===== src/drs_pkg.sv =====
// Package for the disc read request sequencer.
// Holds the shared types, codes and constants; no dependencies.
package drs_pkg;

  localparam int QUEUE_DEPTH = 16;

  localparam int POS_W = 32;
  localparam int BYTES_W = 30;
  localparam int BUF_W = 32;
  localparam int SECT_W = 20;
  localparam int SECTOR_SHIFT = 11;
  localparam logic [BYTES_W:0] SECTOR_ROUND = 31'd2047;

  localparam logic [1:0] MODE_TICK = 2'd0;
  localparam logic [1:0] MODE_READ = 2'd1;
  localparam logic [1:0] MODE_SEEK = 2'd2;

  localparam logic [1:0] DSTAT_COMPLETE = 2'd1;
  localparam logic [1:0] DSTAT_ERROR = 2'd2;

  localparam logic [1:0] RPROG_DONE = 2'd0;
  localparam logic [1:0] RPROG_ERROR = 2'd2;

  typedef enum logic [1:0] {
    CMD_NONE   = 2'd0,
    CMD_NOP    = 2'd1,
    CMD_SETLOC = 2'd2,
    CMD_READ   = 2'd3
  } cmd_t;

  typedef enum logic [1:0] {
    KIND_TICK     = 2'd0,
    KIND_ENQ_READ = 2'd1,
    KIND_ENQ_SEEK = 2'd2,
    KIND_IGNORE   = 2'd3
  } kind_t;

  typedef enum logic [2:0] {
    STEP_IDLE        = 3'd0,
    STEP_NOP         = 3'd1,
    STEP_NOP_WAIT    = 3'd2,
    STEP_SETLOC      = 3'd3,
    STEP_SETLOC_WAIT = 3'd4,
    STEP_READ        = 3'd5,
    STEP_READ_WAIT   = 3'd6
  } step_t;

  typedef enum logic {
    PHASE_FETCH = 1'b0,
    PHASE_EXEC  = 1'b1
  } phase_t;

  typedef struct packed {
    kind_t              kind;
    logic [POS_W-1:0]   position;
    logic [SECT_W-1:0]  sectors;
    logic [BUF_W-1:0]   buffer;
    logic [1:0]         drive_status;
    logic               read_start_ok;
    logic [1:0]         read_progress;
  } work_t;

  typedef struct packed {
    logic               is_seek;
    logic [POS_W-1:0]   position;
    logic [SECT_W-1:0]  sectors;
    logic [BUF_W-1:0]   buffer;
  } entry_t;

endpackage


===== src/drs_if.sv =====
// Channel interfaces for the disc read request sequencer.
// Depends on drs_pkg for the field widths.
interface drs_in_if;
  logic                          valid;
  logic                          ready;
  logic [1:0]                    mode;
  logic [drs_pkg::POS_W-1:0]     start_position;
  logic [drs_pkg::BYTES_W-1:0]   file_bytes;
  logic [drs_pkg::BUF_W-1:0]     buffer_address;
  logic [1:0]                    drive_status;
  logic                          read_start_ok;
  logic [1:0]                    read_progress;

  modport source (
    output valid, mode, start_position, file_bytes, buffer_address,
           drive_status, read_start_ok, read_progress,
    input  ready
  );
  modport sink (
    input  valid, mode, start_position, file_bytes, buffer_address,
           drive_status, read_start_ok, read_progress,
    output ready
  );
endinterface

interface drs_out_if;
  logic                          valid;
  logic                          ready;
  logic [1:0]                    command;
  logic [drs_pkg::POS_W-1:0]     command_position;
  logic [drs_pkg::SECT_W-1:0]    command_sectors;
  logic [drs_pkg::BUF_W-1:0]     command_buffer;
  logic                          accepted;
  logic                          retired;
  logic                          busy_res;

  modport source (
    output valid, command, command_position, command_sectors, command_buffer,
           accepted, retired, busy_res,
    input  ready
  );
  modport sink (
    input  valid, command, command_position, command_sectors, command_buffer,
           accepted, retired, busy_res,
    output ready
  );
endinterface


===== src/disc_read_request_sequencer.sv =====
// Disc read request sequencer: one result word for every input word.
// A word accepted into the queue is popped by the back end in its fetch phase, which also reads
// the head entry from the store; it is executed once the result register is free, and its result is registered.
// The back end alternates fetch and execute, so it takes no new word until the last one is executed.
// Reset clears the sequencer, the ring pointers and the entry valid bits; entries are not swept.
module disc_read_request_sequencer #(
  parameter int QUEUE_DEPTH = drs_pkg::QUEUE_DEPTH
) (
  input logic        clk,
  input logic        rst,
  drs_in_if.sink     req,
  drs_out_if.source  rsp
);

  localparam int IDX_W = $clog2(QUEUE_DEPTH);

  logic             push;
  logic             push_ready;
  drs_pkg::work_t   push_data;
  logic             q_pop;
  logic             q_valid;
  drs_pkg::work_t   q_data;
  logic             ram_we;
  logic [IDX_W-1:0] ram_waddr;
  drs_pkg::entry_t  ram_wdata;
  logic             ram_re;
  logic [IDX_W-1:0] ram_raddr;
  drs_pkg::entry_t  ram_rdata;

  drs_front u_front (
    .req        (req),
    .push_ready (push_ready),
    .push       (push),
    .work       (push_data)
  );

  drs_queue u_queue (
    .clk        (clk),
    .rst        (rst),
    .push       (push),
    .push_data  (push_data),
    .push_ready (push_ready),
    .pop        (q_pop),
    .pop_valid  (q_valid),
    .pop_data   (q_data)
  );

  drs_ram #(
    .WIDTH ($bits(drs_pkg::entry_t)),
    .DEPTH (QUEUE_DEPTH)
  ) u_store (
    .clk   (clk),
    .we    (ram_we),
    .waddr (ram_waddr),
    .wdata (ram_wdata),
    .re    (ram_re),
    .raddr (ram_raddr),
    .rdata (ram_rdata)
  );

  drs_back #(
    .QUEUE_DEPTH (QUEUE_DEPTH)
  ) u_back (
    .clk       (clk),
    .rst       (rst),
    .q_valid   (q_valid),
    .q_data    (q_data),
    .q_pop     (q_pop),
    .ram_we    (ram_we),
    .ram_waddr (ram_waddr),
    .ram_wdata (ram_wdata),
    .ram_re    (ram_re),
    .ram_raddr (ram_raddr),
    .ram_rdata (ram_rdata),
    .rsp       (rsp)
  );

endmodule


===== src/drs_ram.sv =====
// Generic single-port-write, single-port-read RAM with registered read data.
// No dependencies.
module drs_ram #(
  parameter int WIDTH = 8,
  parameter int DEPTH = 16
) (
  input  logic                     clk,
  input  logic                     we,
  input  logic [$clog2(DEPTH)-1:0] waddr,
  input  logic [WIDTH-1:0]         wdata,
  input  logic                     re,
  input  logic [$clog2(DEPTH)-1:0] raddr,
  output logic [WIDTH-1:0]         rdata
);

  logic [WIDTH-1:0] mem [DEPTH];

  always_ff @(posedge clk) begin
    if (we) begin
      mem[waddr] <= wdata;
    end
    if (re) begin
      rdata <= mem[raddr];
    end
  end

endmodule


===== src/drs_front.sv =====
// Front end: accepts input words, classifies them and rounds bytes to sectors.
// Depends on drs_pkg and drs_in_if.
module drs_front (
  drs_in_if.sink          req,
  input  logic            push_ready,
  output logic            push,
  output drs_pkg::work_t  work
);

  logic [drs_pkg::BYTES_W:0] rounded;

  assign req.ready = push_ready;
  assign push = req.valid && push_ready;
  assign rounded = {1'b0, req.file_bytes} + drs_pkg::SECTOR_ROUND;

  always_comb begin
    unique case (req.mode)
      drs_pkg::MODE_TICK: work.kind = drs_pkg::KIND_TICK;
      drs_pkg::MODE_READ: work.kind = drs_pkg::KIND_ENQ_READ;
      drs_pkg::MODE_SEEK: work.kind = drs_pkg::KIND_ENQ_SEEK;
      default:            work.kind = drs_pkg::KIND_IGNORE;
    endcase
  end

  assign work.position = req.start_position;
  assign work.sectors = rounded[drs_pkg::BYTES_W:drs_pkg::SECTOR_SHIFT];
  assign work.buffer = req.buffer_address;
  assign work.drive_status = req.drive_status;
  assign work.read_start_ok = req.read_start_ok;
  assign work.read_progress = req.read_progress;

endmodule


===== src/drs_queue.sv =====
// Two-entry queue of classified words between the front and back ends.
// Depends on drs_pkg.
module drs_queue (
  input  logic            clk,
  input  logic            rst,
  input  logic            push,
  input  drs_pkg::work_t  push_data,
  output logic            push_ready,
  input  logic            pop,
  output logic            pop_valid,
  output drs_pkg::work_t  pop_data
);

  drs_pkg::work_t slots [2];
  logic           wr_ptr;
  logic           rd_ptr;
  logic [1:0]     count;

  assign push_ready = (count != 2'd2);
  assign pop_valid = (count != 2'd0);
  assign pop_data = slots[rd_ptr];

  always_ff @(posedge clk) begin
    if (rst) begin
      wr_ptr <= 1'b0;
      rd_ptr <= 1'b0;
      count <= 2'd0;
    end else begin
      if (push) begin
        wr_ptr <= ~wr_ptr;
      end
      if (pop) begin
        rd_ptr <= ~rd_ptr;
      end
      if (push && !pop) begin
        count <= count + 2'd1;
      end else if (pop && !push) begin
        count <= count - 2'd1;
      end
    end
  end

  always_ff @(posedge clk) begin
    if (push) begin
      slots[wr_ptr] <= push_data;
    end
  end

endmodule


===== src/drs_back.sv =====
// Back end: request ring control, seven-step drive sequencer and result register.
// Depends on drs_pkg, drs_out_if and the entry store held in drs_ram.
module drs_back #(
  parameter int QUEUE_DEPTH = drs_pkg::QUEUE_DEPTH
) (
  input  logic                           clk,
  input  logic                           rst,
  input  logic                           q_valid,
  input  drs_pkg::work_t                 q_data,
  output logic                           q_pop,
  output logic                           ram_we,
  output logic [$clog2(QUEUE_DEPTH)-1:0] ram_waddr,
  output drs_pkg::entry_t                ram_wdata,
  output logic                           ram_re,
  output logic [$clog2(QUEUE_DEPTH)-1:0] ram_raddr,
  input  drs_pkg::entry_t                ram_rdata,
  drs_out_if.source                      rsp
);

  localparam int IDX_W = $clog2(QUEUE_DEPTH);
  localparam logic [IDX_W-1:0] LAST_IDX = IDX_W'(QUEUE_DEPTH - 1);

  drs_pkg::phase_t         phase;
  drs_pkg::phase_t         phase_next;
  drs_pkg::step_t          step;
  drs_pkg::step_t          step_next;
  logic [IDX_W-1:0]        head;
  logic [IDX_W-1:0]        head_next;
  logic [IDX_W-1:0]        tail;
  logic [IDX_W-1:0]        tail_next;
  logic [QUEUE_DEPTH-1:0]  entry_valid;
  logic [QUEUE_DEPTH-1:0]  entry_valid_next;
  drs_pkg::work_t          item;
  logic                    out_valid;
  logic                    exec;
  logic                    acc;
  logic                    ret;
  drs_pkg::cmd_t           cmd;
  logic [drs_pkg::POS_W-1:0]  cpos;
  logic [drs_pkg::SECT_W-1:0] csec;
  logic [drs_pkg::BUF_W-1:0]  cbuf;
  logic [IDX_W-1:0]        head_inc;
  logic [IDX_W-1:0]        tail_inc;

  assign head_inc = (head == LAST_IDX) ? '0 : head + IDX_W'(1);
  assign tail_inc = (tail == LAST_IDX) ? '0 : tail + IDX_W'(1);

  assign exec = (phase == drs_pkg::PHASE_EXEC) && (!out_valid || rsp.ready);
  assign q_pop = (phase == drs_pkg::PHASE_FETCH) && q_valid;
  assign ram_re = q_pop;
  assign ram_raddr = head;
  assign ram_waddr = tail;
  assign ram_wdata.is_seek = (item.kind == drs_pkg::KIND_ENQ_SEEK);
  assign ram_wdata.position = item.position;
  assign ram_wdata.sectors = item.sectors;
  assign ram_wdata.buffer = item.buffer;

  always_comb begin
    phase_next = phase;
    unique case (phase)
      drs_pkg::PHASE_FETCH: if (q_valid) phase_next = drs_pkg::PHASE_EXEC;
      drs_pkg::PHASE_EXEC:  if (exec) phase_next = drs_pkg::PHASE_FETCH;
      default:              phase_next = drs_pkg::PHASE_FETCH;
    endcase
  end

  // Sequencer next state and ring bookkeeping.
  always_comb begin
    step_next = step;
    head_next = head;
    tail_next = tail;
    entry_valid_next = entry_valid;
    ram_we = 1'b0;
    acc = 1'b0;
    ret = 1'b0;
    case (item.kind) inside
      drs_pkg::KIND_ENQ_READ, drs_pkg::KIND_ENQ_SEEK: begin
        if (!entry_valid[tail]) begin
          ram_we = exec;
          entry_valid_next[tail] = 1'b1;
          step_next = drs_pkg::STEP_NOP;
          tail_next = tail_inc;
          acc = 1'b1;
        end
      end
      drs_pkg::KIND_TICK: begin
        unique case (step)
          drs_pkg::STEP_NOP: step_next = drs_pkg::STEP_NOP_WAIT;
          drs_pkg::STEP_NOP_WAIT: begin
            if (item.drive_status == drs_pkg::DSTAT_COMPLETE) begin
              step_next = drs_pkg::STEP_SETLOC;
            end else if (item.drive_status == drs_pkg::DSTAT_ERROR) begin
              step_next = drs_pkg::STEP_NOP;
            end
          end
          drs_pkg::STEP_SETLOC: step_next = drs_pkg::STEP_SETLOC_WAIT;
          drs_pkg::STEP_SETLOC_WAIT: begin
            if (item.drive_status == drs_pkg::DSTAT_COMPLETE) begin
              if (ram_rdata.is_seek) begin
                ret = 1'b1;
              end else begin
                step_next = drs_pkg::STEP_READ;
              end
            end else if (item.drive_status == drs_pkg::DSTAT_ERROR) begin
              step_next = drs_pkg::STEP_NOP;
            end
          end
          drs_pkg::STEP_READ: begin
            step_next = item.read_start_ok ? drs_pkg::STEP_READ_WAIT : drs_pkg::STEP_NOP;
          end
          drs_pkg::STEP_READ_WAIT: begin
            if (item.read_progress == drs_pkg::RPROG_DONE) begin
              ret = 1'b1;
            end else if (item.read_progress == drs_pkg::RPROG_ERROR) begin
              step_next = drs_pkg::STEP_NOP;
            end
          end
          default: step_next = step;
        endcase
        if (ret) begin
          entry_valid_next[head] = 1'b0;
          head_next = head_inc;
          step_next = entry_valid[head_inc] ? drs_pkg::STEP_NOP : drs_pkg::STEP_IDLE;
        end
      end
      default: step_next = step;
    endcase
  end

  // Command issued by the current step.
  always_comb begin
    cmd = drs_pkg::CMD_NONE;
    cpos = '0;
    csec = '0;
    cbuf = '0;
    if (item.kind == drs_pkg::KIND_TICK) begin
      unique case (step)
        drs_pkg::STEP_NOP: cmd = drs_pkg::CMD_NOP;
        drs_pkg::STEP_SETLOC: begin
          cmd = drs_pkg::CMD_SETLOC;
          cpos = ram_rdata.position;
        end
        drs_pkg::STEP_READ: begin
          cmd = drs_pkg::CMD_READ;
          csec = ram_rdata.sectors;
          cbuf = ram_rdata.buffer;
        end
        default: cmd = drs_pkg::CMD_NONE;
      endcase
    end
  end

  always_ff @(posedge clk) begin
    if (rst) begin
      phase <= drs_pkg::PHASE_FETCH;
      step <= drs_pkg::STEP_IDLE;
      head <= '0;
      tail <= '0;
      entry_valid <= '0;
      out_valid <= 1'b0;
    end else begin
      phase <= phase_next;
      if (exec) begin
        step <= step_next;
        head <= head_next;
        tail <= tail_next;
        entry_valid <= entry_valid_next;
        out_valid <= 1'b1;
      end else if (rsp.ready) begin
        out_valid <= 1'b0;
      end
    end
  end

  always_ff @(posedge clk) begin
    if (q_pop) begin
      item <= q_data;
    end
    if (exec) begin
      rsp.command <= cmd;
      rsp.command_position <= cpos;
      rsp.command_sectors <= csec;
      rsp.command_buffer <= cbuf;
      rsp.accepted <= acc;
      rsp.retired <= ret;
      rsp.busy_res <= (step_next != drs_pkg::STEP_IDLE);
    end
  end

  assign rsp.valid = out_valid;

endmodule

===== src/flat_wrapper.sv =====
// flat-port wrapper written by rule: the top's interface ports become plain ports
module disc_read_request_sequencer_flat 
#(
  parameter int QUEUE_DEPTH = drs_pkg::QUEUE_DEPTH
)
  (clk, rst, req_valid, req_mode, req_start_position, req_file_bytes, req_buffer_address, req_drive_status, req_read_start_ok, req_read_progress, req_ready, rsp_valid, rsp_command, rsp_command_position, rsp_command_sectors, rsp_command_buffer, rsp_accepted, rsp_retired, rsp_busy_res, rsp_ready);
  drs_in_if req_i ();
  drs_out_if rsp_i ();
  input logic clk;
  input logic rst;
  input wire logic [$bits(req_i.valid)-1:0] req_valid;
  input wire logic [$bits(req_i.mode)-1:0] req_mode;
  input wire logic [$bits(req_i.start_position)-1:0] req_start_position;
  input wire logic [$bits(req_i.file_bytes)-1:0] req_file_bytes;
  input wire logic [$bits(req_i.buffer_address)-1:0] req_buffer_address;
  input wire logic [$bits(req_i.drive_status)-1:0] req_drive_status;
  input wire logic [$bits(req_i.read_start_ok)-1:0] req_read_start_ok;
  input wire logic [$bits(req_i.read_progress)-1:0] req_read_progress;
  output wire logic [$bits(req_i.ready)-1:0] req_ready;
  output wire logic [$bits(rsp_i.valid)-1:0] rsp_valid;
  output wire logic [$bits(rsp_i.command)-1:0] rsp_command;
  output wire logic [$bits(rsp_i.command_position)-1:0] rsp_command_position;
  output wire logic [$bits(rsp_i.command_sectors)-1:0] rsp_command_sectors;
  output wire logic [$bits(rsp_i.command_buffer)-1:0] rsp_command_buffer;
  output wire logic [$bits(rsp_i.accepted)-1:0] rsp_accepted;
  output wire logic [$bits(rsp_i.retired)-1:0] rsp_retired;
  output wire logic [$bits(rsp_i.busy_res)-1:0] rsp_busy_res;
  input wire logic [$bits(rsp_i.ready)-1:0] rsp_ready;
  assign req_i.valid = req_valid;
  assign req_i.mode = req_mode;
  assign req_i.start_position = req_start_position;
  assign req_i.file_bytes = req_file_bytes;
  assign req_i.buffer_address = req_buffer_address;
  assign req_i.drive_status = req_drive_status;
  assign req_i.read_start_ok = req_read_start_ok;
  assign req_i.read_progress = req_read_progress;
  assign req_ready = req_i.ready;
  assign rsp_valid = rsp_i.valid;
  assign rsp_command = rsp_i.command;
  assign rsp_command_position = rsp_i.command_position;
  assign rsp_command_sectors = rsp_i.command_sectors;
  assign rsp_command_buffer = rsp_i.command_buffer;
  assign rsp_accepted = rsp_i.accepted;
  assign rsp_retired = rsp_i.retired;
  assign rsp_busy_res = rsp_i.busy_res;
  assign rsp_i.ready = rsp_ready;
  disc_read_request_sequencer #(.QUEUE_DEPTH(QUEUE_DEPTH)) u_core (.clk(clk), .rst(rst), .req(req_i), .rsp(rsp_i));
endmodule

===== config.mk =====
export PLATFORM = sky130hd
export DESIGN_NAME = disc_read_request_sequencer_flat
export DESIGN_NICKNAME = d
export VERILOG_FILES = /design/src/drs_pkg.sv /design/src/drs_if.sv /design/src/disc_read_request_sequencer.sv /design/src/drs_ram.sv /design/src/drs_front.sv /design/src/drs_queue.sv /design/src/drs_back.sv /design/src/flat_wrapper.sv
export SDC_FILE = /design/constraint.sdc
export NUM_CORES = 2
export LEC_CHECK = 0
export BUFFER_PORTS_ARGS = -buffer_cell sky130_fd_sc_hd__buf_2
export CAP_MARGIN = 20
export CELL_PAD_IN_SITES_DETAIL_PLACEMENT = 1
export CELL_PAD_IN_SITES_GLOBAL_PLACEMENT = 1
export CORE_AREA = 10 10 382 384
export DETAILED_ROUTE_END_ITERATION = 12
export DIE_AREA = 0 0 392 394
export PLACE_DENSITY = 0.77
export RECOVER_POWER = 25
export REMOVE_ABC_BUFFERS = 1
export SETUP_SLACK_MARGIN = 0.15
export SKIP_LAST_GASP = 1
export SYNTH_ARGS = -nofsm -noshare
export SYNTH_HDL_FRONTEND = slang
export SYNTH_SLANG_ARGS = --single-unit

===== constraint.sdc =====
create_clock -name clk -period 12 [get_ports clk]
set_clock_uncertainty 0.15 [all_clocks]
set_input_delay 0.6 -clock clk [delete_from_list [all_inputs] [get_ports clk]]
set_output_delay 0.6 -clock clk [all_outputs]
set_load 0.1 [all_outputs]

==> Implementation_results.wiki <==
{| class="wikitable"
! Metric !! Value
|-
| Status || finished clean
|-
| Proportion of total power due to net switching || 27.0%
|-
| Gate count of the mapped netlist || 2868
|-
| Part of the power in combinational logic || 10.2%
|-
| Maximum fanout along the worst path || 35
|-
| Part of the Yosys area used for sequential elements || 80.2%
|-
| Aggregate global routing overflow || 0
|-
| Post-synthesis cell area || 68500 sq um
|-
| Cell depth of the worst flop-to-flop path || 7
|-
| Cell count after placement || 4794
|-
| Floorplan row count || 137
|-
| Transition time at the pin with the least slew margin || 1.14 ns
|-
| Total die area || 154000 sq um
|-
| Sort of element at the start of the critical path || register
|-
| Clock period minus worst slack || 5.56 ns
|-
| FMAX || 180 MHz
|-
| Signed area change from the synthesized netlist to the final layout || 14.5%
|-
| Hold Path Depth || 2
|-
| Later-pin clock latency in the skew report || 0.81 ns
|-
| Power Dens Cells || 209 nW/um^2
|-
| Worst hold slack after final layout || 0.0693 ns
|-
| Hold_sp || req_file_bytes[15]
|-
| Cell type with the largest total area after synthesis || sky130_fd_sc_hd__edfxtp_1
|-
| Clock sink total || 1840
|-
| Critical path type || reg2reg
|-
| Fraction of synthesized area in multiplexers || 15.8%
|-
| Compound-cell area share of the yosys netlist || 0.582%
|-
| Combinational family with the most area after synthesis || multiplexers
|-
| Type of element capturing the critical path || register
|-
| Adder-cell share of the synthesized area || 0.219%
|-
| Wire length of the first global-routing pass || 238000 um
|-
| Most frequent cell after synthesis || sky130_fd_sc_hd__edfxtp_1
|-
| Weighted congestion reported at the end of routability-driven placement || 0.788
|-
| Worst slew margin relative to its limit || 23.9%
|-
| Drt first pass iters || 5
|-
| Core box area || 139000 sq um
|-
| Leading post-synthesis cells by instance count || 1807 x sky130_fd_sc_hd__edfxtp_1, 436 x sky130_fd_sc_hd__mux4_2, 102 x sky130_fd_sc_hd__clkbuf_1
|-
| Endpoint required time on the critical path || 12.28 ns
|-
| Post-layout nets || 3374
|-
| Layout cells sized above 1 || 29.8%
|-
| Hold WC Path Type || in2reg
|-
| Sequential Power Share || 56.3%
|-
| Slew Viols, Final || 0
|-
| Die X-Extent || 392 um
|-
| Post-detailed-routing wire length || 160000 um
|-
| Share of async-settable or async-resettable flops after synthesis || 0%
|-
| Number of flops mapped to enable cells by yosys || 1807
|-
| HPWL after detailed placement || 85200 um
|-
| Global routing usage summed across all routing layers || 20.9%
|-
| CTS Root Buffer Type || sky130_fd_sc_hd__clkbuf_16
|-
| End of the critical path || u_core.u_store.mem[12][37]
|-
| Synthesized area per cell || 23.9 sq um
|-
| Flop and latch count out of synthesis || 1840
|-
| Reg2Reg Capture Point || u_core.u_store.mem[12][37]
|-
| Final count of negative-setup-slack endpoints || 0
|-
| RR Startpoint || u_core.u_back.ram_waddr[2]
|-
| Port bufs || 195
|-
| CTS Buffer Depth || 3
|-
| Die span in y || 394 um
|-
| DRC || 0
|-
| Maxcap violations || 0
|-
| Count of cell types in the netlist || 47
|-
| Initial standard-cell utilization of the core || 49.5%
|-
| Vias per Instance || 6.01
|-
| Sw Pwr || 4.43 mW
|-
| Via count of the first global-routing pass || 34700
|-
| Internal power || 12.0 mW
|-
| Final period utilization || 46.4%
|-
| DRC marker count from the first detailed-route iteration || 3340
|-
| Static Leakage || 24.2 nW
|-
| Synth Warn # || 0
|-
| Pin count of the biggest net entering global routing || 106
|-
| CTS tree || yes
|-
| Clock buffers created by TritonCTS || 179
|-
| Final Hold Vio Count || 0
|-
| Non-filler cells in the finished layout || 5217
|-
| Clk network pwr share || 33.5%
|-
| Fillcell total || 11600
|-
| Post-Synth XOR/XNOR Area || 0.332%
|-
| Largest cells by area after synthesis || sky130_fd_sc_hd__edfxtp_1 79%, sky130_fd_sc_hd__mux4_2 14%, sky130_fd_sc_hd__mux2_2 1.5%
|-
| Initial antenna violation count || 7
|-
| Launch point of the worst path || u_core.u_back.ram_waddr[2]
|-
| Wirelength per Cell || 30.7 um
|-
| Worst R2R Setup Slack || 6.44 ns
|-
| Arrival time at the worst endpoint || 5.84 ns
|-
| Main synth FF type || sky130_fd_sc_hd__edfxtp_1
|-
| RSZ-0062 raised after global routing || false
|-
| H-tree depth reported by CTS || 4
|-
| Residual antenna-violating net count after detailed routing || 0
|-
| Ports || 196
|-
| Total number of vias || 31300
|-
| Area fraction in and, or, nand and nor cells after synthesis || 2.02%
|-
| Area fraction of the dominant cell type after synthesis || 79.2%
|-
| Clock slew at reported path FFs || 0.07 ns
|-
| Max VDD drop || 0.000158 V
|}
[worst max-delay path: stages (launching register included)]
cell	delay, ns
sky130_fd_sc_hd__dfxtp_1	0.84
sky130_fd_sc_hd__mux4_2	0.64
sky130_fd_sc_hd__mux4_2	0.55
sky130_fd_sc_hd__nor3b_4	0.47
sky130_fd_sc_hd__nand2_1	0.35
sky130_fd_sc_hd__nor2_4	0.76
sky130_fd_sc_hd__buf_4	0.65
sky130_fd_sc_hd__buf_4	0.66
[metal layers]
metal,track usage (%),part of all wire (%)
met5,0,0
met4,6.95,3.2
met3,3.71,6.6
met2,35.3,52
met1,27.3,39
[area by class of cell]
| type | count | area (sq um) | area share (%) |
|---|---|---|---|
| antenna | 2 | 5.00 | 0.00638 |
| inverter | 16 | 72.6 | 0.0925 |
| tap | 1807 | 2260 | 2.88 |
| sequential | 1840 | 54900 | 70.0 |
| clock buffer | 212 | 4610 | 5.88 |
| timing repair buffer | 340 | 2310 | 2.95 |
| multi-input combinational | 880 | 13200 | 16.8 |
| clock inverter | 120 | 1090 | 1.38 |
[worst min-delay path by stage]
stage	endpoint	slack, ns
global route	u_core.u_queue.slots[0][41]	0.03
floorplan	u_core.u_back.entry_valid[12]	0.30
global placement	u_core.u_back.entry_valid[12]	0.34
detailed placement	u_core.u_back.phase	0.35
CTS	u_core.u_queue.slots[1][41]	0.002
finish	u_core.u_queue.slots[0][41]	0.07
[through the flow]
stage,utilization [%],power [mW],instance area [sq um],setup slack [ns],setup TNS (ns)
CTS,56.6,16.5,78400,6.40,0
global route,56.6,17.0,78400,6.17,0
floorplan,-,10.2,68000,-6.05,-381.26
detailed placement,51.9,11.0,71900,6.44,0
finish,56.6,16.4,78400,6.44,0
global placement,51.9,10.8,71800,6.73,0
[repair_timing]
action                                  CTS  global route
hold buffers                             84             0
gates resized for setup                   0             0
endpoints found under the hold margin   167             0
setup buffers                             0             0
endpoints found under the setup margin    0             0
[cell families after synthesis]
group	Yosys count
muxes	528
DFF	1840
AOI/OAI and AO/OA	60
xor gates and xnor gates	26
and+or+nand+nor	254
adders and majority gates	12
buffers and inverters	148
[power groups by stage]
stage | logic (mW) | registers, mW | clock network [mW]
after floorplan | 0.597 | 9.63 | 0
after global placement | 1.63 | 9.22 | 0
after detailed placement | 1.67 | 9.34 | 0
after CTS | 1.71 | 9.22 | 5.59
after global routing | 1.77 | 9.34 | 5.85
final | 1.67 | 9.22 | 5.49
[flip-flops by register name (all words and copies together) (netlist names), 2 cells and up]
| signal | cells |
|---|---|
| u_core.u_back.entry_valid | 16 |
| u_core.u_queue.slots | 182 |
| u_core.u_store.rdata | 85 |
| u_core.u_back.step | 3 |
| u_core.u_back.rsp.command_sectors | 20 |
| u_core.u_back.rsp.command_buffer | 32 |
| u_core.u_back.ram_waddr | 4 |
| u_core.u_back.rsp.command | 2 |
| u_core.u_store.mem | 1360 |
| u_core.u_queue.count | 2 |
| u_core.u_back.item | 7 |
| u_core.u_back.rsp.command_position | 32 |
| u_core.u_back.ram_raddr | 4 |
| u_core.u_back.ram_wdata | 84 |
[layout by cell type, fill, tap and decap left out, types with 36 or more instances in the layout]
cell type | Yosys | final
sky130_fd_sc_hd__and2_1 | 87 | 87
sky130_fd_sc_hd__buf_2 | 10 | 132
sky130_fd_sc_hd__buf_4 | 0 | 54
sky130_fd_sc_hd__clkbuf_1 | 102 | 94
sky130_fd_sc_hd__clkbuf_16 | 0 | 179
sky130_fd_sc_hd__clkinv_1 | 0 | 40
sky130_fd_sc_hd__clkinv_2 | 0 | 36
sky130_fd_sc_hd__dlygate4sd3_1 | 0 | 84
sky130_fd_sc_hd__edfxtp_1 | 1807 | 1807
sky130_fd_sc_hd__mux2_2 | 91 | 91
sky130_fd_sc_hd__mux4_2 | 436 | 436
sky130_fd_sc_hd__nor2_1 | 56 | 43
(Power assumes the default switching activity.)
